$ cat src/rtl/mi_pkg.sv
// Package for the modular inverse block: working width, step bound,
// sequencer states and the request/response words of the divide unit.
// No dependencies.
package mi_pkg;

    // Working width of the Euclid datapath; port fields stay 32 bits
    localparam int WIDTH     = 32;
    localparam int FIELD_W   = 32;
    localparam int EXT_W     = 64;
    localparam int MAX_STEPS = (WIDTH * 3) / 2 + 2;
    localparam int STEP_W    = $clog2(MAX_STEPS + 1);
    localparam int CNT_W     = $clog2(WIDTH + 1);

    typedef logic [WIDTH-1:0]  word_t;
    typedef logic [STEP_W-1:0] step_t;
    typedef logic [CNT_W-1:0]  cnt_t;

    // Sequencer states
    typedef enum logic [2:0] {
        S_IDLE,
        S_CHECK,
        S_DIV,
        S_MOD,
        S_OUT
    } mi_state_t;

    // Request to the shared divide unit
    typedef struct packed {
        logic  start;
        word_t dividend;
        word_t divisor;
        word_t scale;
    } div_req_t;

    // Response from the shared divide unit
    typedef struct packed {
        logic  done;
        word_t remainder;
        word_t product;
    } div_rsp_t;

endpackage

$ cat src/rtl/mi_divunit.sv
// Shared restoring divide unit, one quotient bit per cycle, MSB first.
// Alongside it builds quotient * scale by shift-and-add. Uses mi_pkg.
module mi_divunit
    import mi_pkg::*;
(
    input  logic     clk,
    input  logic     rst_n,
    input  div_req_t req,
    output div_rsp_t rsp
);

    logic  busy_reg,  busy_next;
    logic  done_reg,  done_next;
    cnt_t  cnt_reg,   cnt_next;
    word_t dvd_reg,   dvd_next;
    word_t dsr_reg,   dsr_next;
    word_t scale_reg, scale_next;
    word_t rem_reg,   rem_next;
    word_t acc_reg,   acc_next;

    logic [WIDTH:0]   partial;
    logic [WIDTH+1:0] diff;
    logic             qbit;

    // One trial subtraction per cycle
    assign partial = {rem_reg, dvd_reg[WIDTH-1]};
    assign diff    = {1'b0, partial} - {2'b00, dsr_reg};
    assign qbit    = ~diff[WIDTH+1];

    always_comb
    begin
        busy_next  = busy_reg;
        done_next  = 1'b0;
        cnt_next   = cnt_reg;
        dvd_next   = dvd_reg;
        dsr_next   = dsr_reg;
        scale_next = scale_reg;
        rem_next   = rem_reg;
        acc_next   = acc_reg;
        if (req.start)
        begin
            busy_next  = 1'b1;
            cnt_next   = cnt_t'(WIDTH);
            dvd_next   = req.dividend;
            dsr_next   = req.divisor;
            scale_next = req.scale;
            rem_next   = '0;
            acc_next   = '0;
        end
        else if (busy_reg)
        begin
            dvd_next = {dvd_reg[WIDTH-2:0], 1'b0};
            rem_next = qbit ? diff[WIDTH-1:0] : partial[WIDTH-1:0];
            // Horner form of quotient * scale; prefixes never exceed the final value
            acc_next = {acc_reg[WIDTH-2:0], 1'b0} + (qbit ? scale_reg : '0);
            cnt_next = cnt_reg - cnt_t'(1);
            if (cnt_reg == cnt_t'(1))
            begin
                busy_next = 1'b0;
                done_next = 1'b1;
            end
        end
    end

    // Control state
    always_ff @(posedge clk or negedge rst_n)
    begin
        if (!rst_n)
        begin
            busy_reg <= 1'b0;
            done_reg <= 1'b0;
            cnt_reg  <= '0;
        end
        else
        begin
            busy_reg <= busy_next;
            done_reg <= done_next;
            cnt_reg  <= cnt_next;
        end
    end

    // Datapath words
    always_ff @(posedge clk)
    begin
        dvd_reg   <= dvd_next;
        dsr_reg   <= dsr_next;
        scale_reg <= scale_next;
        rem_reg   <= rem_next;
        acc_reg   <= acc_next;
    end

    assign rsp.done      = done_reg;
    assign rsp.remainder = rem_reg;
    assign rsp.product   = acc_reg;

    // Checks
    a_done_pulse: assert property (@(posedge clk) disable iff (!rst_n)
        done_reg |=> !done_reg)
        else $error("divide unit done held for more than one cycle");

    a_rem_below_divisor: assert property (@(posedge clk) disable iff (!rst_n)
        done_reg |-> rem_reg < dsr_reg)
        else $error("divide unit remainder not below divisor");

    a_start_idle: assert property (@(posedge clk) disable iff (!rst_n)
        req.start |-> !busy_reg)
        else $error("divide unit started while busy");

endmodule

$ cat src/rtl/modular_inverse.sv
// Modular inverse by the extended Euclidean algorithm: sequencer and
// Euclid registers, driving the shared divide unit. Uses mi_pkg, mi_divunit.
//
// Usage: drive operand_value and modulus and raise start; the word is taken
// at a rising edge where start is high and busy is low. busy stays high
// until the result has been shown. The result word appears on inverse,
// has_inverse and common_divisor for exactly one cycle, marked by done;
// the receiver cannot stall it, so it must take it in that cycle.
// Each Euclid step runs one pass of the bit-serial divider. When an inverse
// exists, a final reduction pass of the coefficient follows; a zero modulus
// skips the divider. The longest chain comes from consecutive Fibonacci
// operands (46 steps at WIDTH = 32). The one divide unit is the limit: one
// item at a time.
// A zero modulus gives common_divisor = operand_value and no inverse; when
// no inverse exists the inverse field is 0. Reset returns the block to
// idle with busy and done low; no clearing pass is needed.
module modular_inverse
    import mi_pkg::*;
(
    input  logic                clk,
    input  logic                rst_n,
    input  logic                start,
    output logic                busy,
    input  logic [FIELD_W-1:0]  operand_value,
    input  logic [FIELD_W-1:0]  modulus,
    output logic                done,
    output logic [FIELD_W-1:0]  inverse,
    output logic                has_inverse,
    output logic [FIELD_W-1:0]  common_divisor
);

    mi_state_t state_reg, state_next;

    word_t rp_reg,  rp_next;
    word_t rc_reg,  rc_next;
    word_t tp_reg,  tp_next;
    word_t tc_reg,  tc_next;
    word_t mod_reg, mod_next;
    logic  par_reg, par_next;
    step_t step_reg, step_next;

    logic [FIELD_W-1:0] inv_reg, inv_next;
    logic               found_reg, found_next;
    logic [FIELD_W-1:0] gcd_reg, gcd_next;

    div_req_t req;
    div_rsp_t rsp;

    logic [EXT_W-1:0] val_ext, mod_ext, g_ext, inv_ext;
    word_t            inv_w;
    logic             is_found;

    // Input fields cut or widened to the working width
    assign val_ext = {{(EXT_W-FIELD_W){1'b0}}, operand_value};
    assign mod_ext = {{(EXT_W-FIELD_W){1'b0}}, modulus};
    assign g_ext   = EXT_W'(rp_reg);
    assign is_found = (rp_reg == word_t'(1)) && (mod_reg != '0);

    // Sign fix-up of the reduced coefficient
    assign inv_w   = (par_reg && (rsp.remainder != '0))
                     ? (mod_reg - rsp.remainder) : rsp.remainder;
    assign inv_ext = EXT_W'(inv_w);

    mi_divunit u_div (
        .clk   (clk),
        .rst_n (rst_n),
        .req   (req),
        .rsp   (rsp)
    );

    // Sequencer
    always_comb
    begin
        state_next = state_reg;
        rp_next    = rp_reg;
        rc_next    = rc_reg;
        tp_next    = tp_reg;
        tc_next    = tc_reg;
        mod_next   = mod_reg;
        par_next   = par_reg;
        step_next  = step_reg;
        inv_next   = inv_reg;
        found_next = found_reg;
        gcd_next   = gcd_reg;
        req.start    = 1'b0;
        req.dividend = rp_reg;
        req.divisor  = rc_reg;
        req.scale    = tc_reg;
        case (state_reg)
            S_IDLE:
            begin
                if (start)
                begin
                    rp_next    = val_ext[WIDTH-1:0];
                    rc_next    = mod_ext[WIDTH-1:0];
                    mod_next   = mod_ext[WIDTH-1:0];
                    tp_next    = word_t'(1);
                    tc_next    = '0;
                    par_next   = 1'b0;
                    step_next  = '0;
                    state_next = S_CHECK;
                end
            end
            S_CHECK:
            begin
                if ((rc_reg == '0) || (step_reg == step_t'(MAX_STEPS)))
                begin
                    gcd_next   = g_ext[FIELD_W-1:0];
                    found_next = is_found;
                    inv_next   = '0;
                    if (is_found)
                    begin
                        // reduce the final coefficient modulo the modulus
                        req.start    = 1'b1;
                        req.dividend = tp_reg;
                        req.divisor  = mod_reg;
                        req.scale    = '0;
                        state_next   = S_MOD;
                    end
                    else
                    begin
                        state_next = S_OUT;
                    end
                end
                else
                begin
                    req.start  = 1'b1;
                    state_next = S_DIV;
                end
            end
            S_DIV:
            begin
                if (rsp.done)
                begin
                    rp_next    = rc_reg;
                    rc_next    = rsp.remainder;
                    tp_next    = tc_reg;
                    tc_next    = tp_reg + rsp.product;
                    par_next   = ~par_reg;
                    step_next  = step_reg + step_t'(1);
                    state_next = S_CHECK;
                end
            end
            S_MOD:
            begin
                if (rsp.done)
                begin
                    inv_next   = inv_ext[FIELD_W-1:0];
                    state_next = S_OUT;
                end
            end
            S_OUT:
            begin
                state_next = S_IDLE;
            end
            default:
            begin
                state_next = S_IDLE;
            end
        endcase
    end

    // Control state
    always_ff @(posedge clk or negedge rst_n)
    begin
        if (!rst_n)
        begin
            state_reg <= S_IDLE;
            step_reg  <= '0;
            par_reg   <= 1'b0;
        end
        else
        begin
            state_reg <= state_next;
            step_reg  <= step_next;
            par_reg   <= par_next;
        end
    end

    // Euclid and result words
    always_ff @(posedge clk)
    begin
        rp_reg    <= rp_next;
        rc_reg    <= rc_next;
        tp_reg    <= tp_next;
        tc_reg    <= tc_next;
        mod_reg   <= mod_next;
        inv_reg   <= inv_next;
        found_reg <= found_next;
        gcd_reg   <= gcd_next;
    end

    assign busy           = (state_reg != S_IDLE);
    assign done           = (state_reg == S_OUT);
    assign inverse        = inv_reg;
    assign has_inverse    = found_reg;
    assign common_divisor = gcd_reg;

    // Checks
    a_done_pulse: assert property (@(posedge clk) disable iff (!rst_n)
        done |=> !done)
        else $error("result strobe longer than one cycle");

    a_accept_busy: assert property (@(posedge clk) disable iff (!rst_n)
        (start && !busy) |=> busy)
        else $error("accepted word did not make the block busy");

    a_found_gcd: assert property (@(posedge clk) disable iff (!rst_n)
        (done && has_inverse) |-> (common_divisor == FIELD_W'(1)))
        else $error("inverse flagged with divisor other than one");

    a_inv_range: assert property (@(posedge clk) disable iff (!rst_n)
        (done && has_inverse) |-> (EXT_W'(inv_reg) < EXT_W'(mod_reg)))
        else $error("inverse not reduced below modulus");

    a_nonzero_divisor: assert property (@(posedge clk) disable iff (!rst_n)
        req.start |-> (req.divisor != '0))
        else $error("divide unit started with zero divisor");

endmodule
$ cat config.mk
export PLATFORM = sky130hd
export DESIGN_NAME = modular_inverse
export DESIGN_NICKNAME = d
export VERILOG_FILES = /design/src/rtl/mi_pkg.sv /design/src/rtl/mi_divunit.sv /design/src/rtl/modular_inverse.sv
export SDC_FILE = /design/constraint.sdc
export NUM_CORES = 1
export LEC_CHECK = 0
export ABC_AREA = 1
export BUFFER_PORTS_ARGS = -buffer_cell sky130_fd_sc_hd__buf_4
export CAP_MARGIN = 5
export CORE_MARGIN = 3
export CORE_UTILIZATION = 30
export CTS_CLUSTER_SIZE = 24
export DETAILED_ROUTE_END_ITERATION = 8
export PLACE_DENSITY = 0.47
export SYNTH_ARGS = -nofsm -noshare
export SYNTH_HDL_FRONTEND = slang
export SYNTH_HIERARCHICAL = 1
export SYNTH_SLANG_ARGS = --single-unit
$ cat constraint.sdc
create_clock -name clk -period 4.6 [get_ports clk]
set_clock_uncertainty 0.15 [all_clocks]
set_input_delay 0.46 -clock clk [delete_from_list [all_inputs] [get_ports clk]]
set_output_delay 0.46 -clock clk [all_outputs]
set_load 0.02 [all_outputs]
==> run summary <==
origin of the worst min-delay path - operand_value[12]
most frequent cell on the critical path - nand2_1
transition at the pin with the smallest max-transition slack - 1.20 ns
initial standard-cell utilization of the core - 30.5%
CTS tree - yes
Arrival @ worst endpoint - 4.44 ns
power density over the cells - 271 nW/um2
syn_area_per_cell - 7.67 um2
startpoint of the lowest-slack register-to-register path - u_div/rem_reg[5]
maximum fanout encountered on the critical timing path - 21
Slew Limit Fails - 0
largest cells by area after synthesis - edfxtp_1, nand2_1, inv_1
Post-CTS Repair Setup Buffers - 0
DR iter-0 viols - 1,417
share of synthesized area occupied by flip-flops and latches - 45.9%
maximum VDD drop - 0.270 mV
register bit total from synthesis - 403
clock sinks - 403
count of buffer and inverter cells on the critical path - 3
number of filler instances in the final layout - 8,591
number of antenna violations at the first check in global routing - 0
number of detailed-route iterations in the first pass - 5
gate count of the mapped netlist - 3,233
count of port buffers added during placement - 133
total power of the final layout - 7920 uW
RSZ-0062 raised after global routing - false
number of buffers inserted during clock tree synthesis - 51
peak clock frequency supported by timing - 242 MHz
net switching power figure - 1680 uW
cell-internal power - 6240 uW
FF-to-FF path depth - 24
Post-synth EDFFs - 321
share of power burned in the clock network - 49.8%
worst hold path class - primary input to flip-flop
leakage power total - 0.0133 uW
net switching share of the total power - 21.2%
synthesized netlist net count - 3,432
Cell Area, Synth - 24,800 um2
num rows - 104
share of the synthesized area in the top cell type - 38.9%
largest buffer count on any clock path - 3
reg-to-reg critical path endpoint - u_div/acc_reg[23]
largest delay contributor family on the critical path - simple AND/OR/NAND/NOR gates
Reg power frac - 49.1%
cell depth of the worst min-delay path - 3
cells traversed along the worst timing path - ha_1 -> nand2_1 -> nand2_1 -> a21oi_1 -> nand3_2 -> nand2_2 -> nand2_2 -> nand2_2 -> nand2_4 -> inv_2 -> buf_4 -> nor2_1 -> ha_1 -> nand2_1 -> nor2_1 -> inv_1 -> nor3_2 -> nand4_1 -> nand2_1 -> nand2_1 -> nand2_1 -> nand2_1 -> nand2_1 -> o21ai_0
DP Wirelength - 63.4 mm
kind of end point of the critical path - flip-flop
Final Cycle Share - 89.8%
worst-case register-to-register setup slack - 0.47 ns
Slew HR - 19.9%
result of the run - complete, no violations
DRC violations left - 0
overall via count from detail_route - 21,500
hold violation count in the final report - 0
worst hold slack across all endpoints - 0.0430 ns
dominant cell type by area after synthesis - edfxtp_1
H-tree level count - 2
total wire length - 81.9 mm
critical setup path kind - flip-flop to flip-flop
first-pass GRT wire length - 126 mm
hold endpoint - rp_reg[12]
routability congestion estimate - 0.907
Core Box Area - 81,200 um2
biggest cell delay along the critical path - 0.39 ns
endpoint required time on the critical path - 4.90 ns
CTS Root Buffer Type - clkbuf_16
post-layout min period - 4.13 ns
CP max-delay cell - ha_1
GRT Resource Usage Total - 18.8%
synth-to-layout area growth - 17.9%
average routed wire per standard cell - 18.1 um
maximum number of pins on one net before global-route repair - 97
total die area - 86,100 um2
post-route ant nets - 0
share of total power in combinational logic - 1.2%
via count of the first global-routing pass - 21,700
I/O pin total - 134
number of distinct library cells after synthesis - 49
clk slew on worst S/H paths - 0.06 ns
Worst path depth - 24
total of endpoints with negative setup slack in the final report - 0
setup TNS - 0 ns
startpoint type of the worst setup path - flip-flop
Synthesis Warnings - 6
die height - 294 um
max_cap viols - 0
number of vias per cell - 4.75
insertion delay of the later-clocked pin in the worst-skew pair - 0.62 ns
proportion of layout cells with a drive suffix above 1 - 8.22%
post-layout net count - 3,625
Post-synth top flop - edfxtp_1
antenna diode count - 0
async set-or-reset flop fraction in the synthesized netlist - 4.47%
total gr overflow - 0
horizontal die dimension - 294 um
-- worst max path at each step --
stage | from | end
2_1_floorplan | rp_reg[17] | u_div/dvd_reg[0]
3_3_place_gp | u_div/rem_reg[5] | u_div/acc_reg[23]
3_5_place_dp | u_div/dsr_reg[8] | u_div/acc_reg[23]
4_1_cts | u_div/dsr_reg[8] | u_div/acc_reg[23]
5_1_grt | u_div/dsr_reg[6] | u_div/acc_reg[23]
6_report | u_div/rem_reg[5] | u_div/acc_reg[23]
-- placed cells by master, fill, tap and decap left out, types with 3 or more instances in the layout --
cell type,instances
o21bai_1,30
nor2_1,286
clkinvlp_4,4
inv_1,535
fa_1,4
o21ai_0,208
nand2_1,955
inv_2,11
a21boi_0,4
o211ai_1,15
or2_1,6
nor2_4,3
buf_4,165
o21ai_1,26
a21o_1,13
and2_1,5
nand3b_1,3
dlygate4sd3_1,47
clkbuf_1,15
nand3_1,140
nand2_2,5
clkbuf_8,7
dfrtp_1,18
clkinv_1,6
xnor2_1,25
dfxtp_1,64
or2_2,8
xor2_1,16
nor4_1,4
edfxtp_1,321
o21a_1,9
clkbuf_16,53
a21oi_1,209
clkinv_2,7
ha_1,128
nor3_1,41
nand4_1,40
-- logic make-up after synthesis --
group           Yosys count  share of synthesized area (%)
xor+xnor                 41                           1.45
fa+ha+maj               132                           6.78
flops                   403                           45.9
compound gates          526                           11.5
simple gates           1510                           24.8
buf+inv                 621                           9.69
-- power by group through the flow --
| stage | Clock, uW | Combinational [uW] | Sequential (uW) |
|---|---|---|---|
| 2_1_floorplan | 0 | 0.0121 | 3960 |
| 3_3_place_gp | 0 | 60.8 | 3960 |
| 3_5_place_dp | 0 | 59.9 | 3960 |
| 4_1_cts | 4050 | 93.8 | 3890 |
| 5_1_grt | 4200 | 98.5 | 3880 |
| 6_report | 3940 | 93.0 | 3890 |
-- Yosys cell counts (7+ instances only) --
library cell and number:
dfxtp_1 64, inv_2 10, xnor2_1 25, buf_1 7
a21o_1 13, edfxtp_1 321, o21ai_1 27, inv_1 537
nor2_1 289, a21oi_1 209, clkbuf_1 43, dfrtp_1 18
o21bai_1 30, xor2_1 16, buf_2 13, nor3_1 42
ha_1 128, nand4_1 40, nand2_1 956, nand3_1 140
o21a_1 9, or2_2 8, o211ai_1 15, o21ai_0 209
-- worst min-delay path: stages --
cell	delay, ns
buf_4	0.08
nand2_1	0.07
o21ai_0	0.07
-- per-layer routing --
layer  GRT usage, %  wire (um)  vias up
met5              0          0        -
met1           24.9      37300    10100
met2           32.6      39400      427
met3           1.95       2960      107
met4           5.26       2260        0
li1               -          -    10900
-- timing repair --
item,4_1_cts,5_1_grt
hold endpoints to repair,78,0
gates resized for setup,0,1
endpoints found under the setup margin,0,2
hold buffers,47,0
-- layout make-up --
class / instances / area (um2) / area share, %
sequential: 403 / 11400 / 38.9
multi-input combinational: 2209 / 11100 / 38.0
inverter: 548 / 2060 / 7.04
timing repair buffer: 213 / 1730 / 5.92
clock buffer: 75 / 1480 / 5.06
tap: 1060 / 1330 / 4.54
clock inverter: 20 / 171 / 0.586
-- stage by stage --
step / cells / worst slack [ns] / utilization [%] / instance area [um2]
after floorplan: 3233 / 0.0355 / - / 24800
after global routing: 4528 / 0.0186 / 36.0 / 29200
after CTS: 4528 / 0.249 / 36.0 / 29200
after detailed placement: 4386 / 0.297 / 33.4 / 27100
after global placement: 4386 / 0.286 / 33.4 / 27100
final: 4528 / 0.468 / 36.0 / 29200
Note: power is estimated with default switching activity, not from simulation.
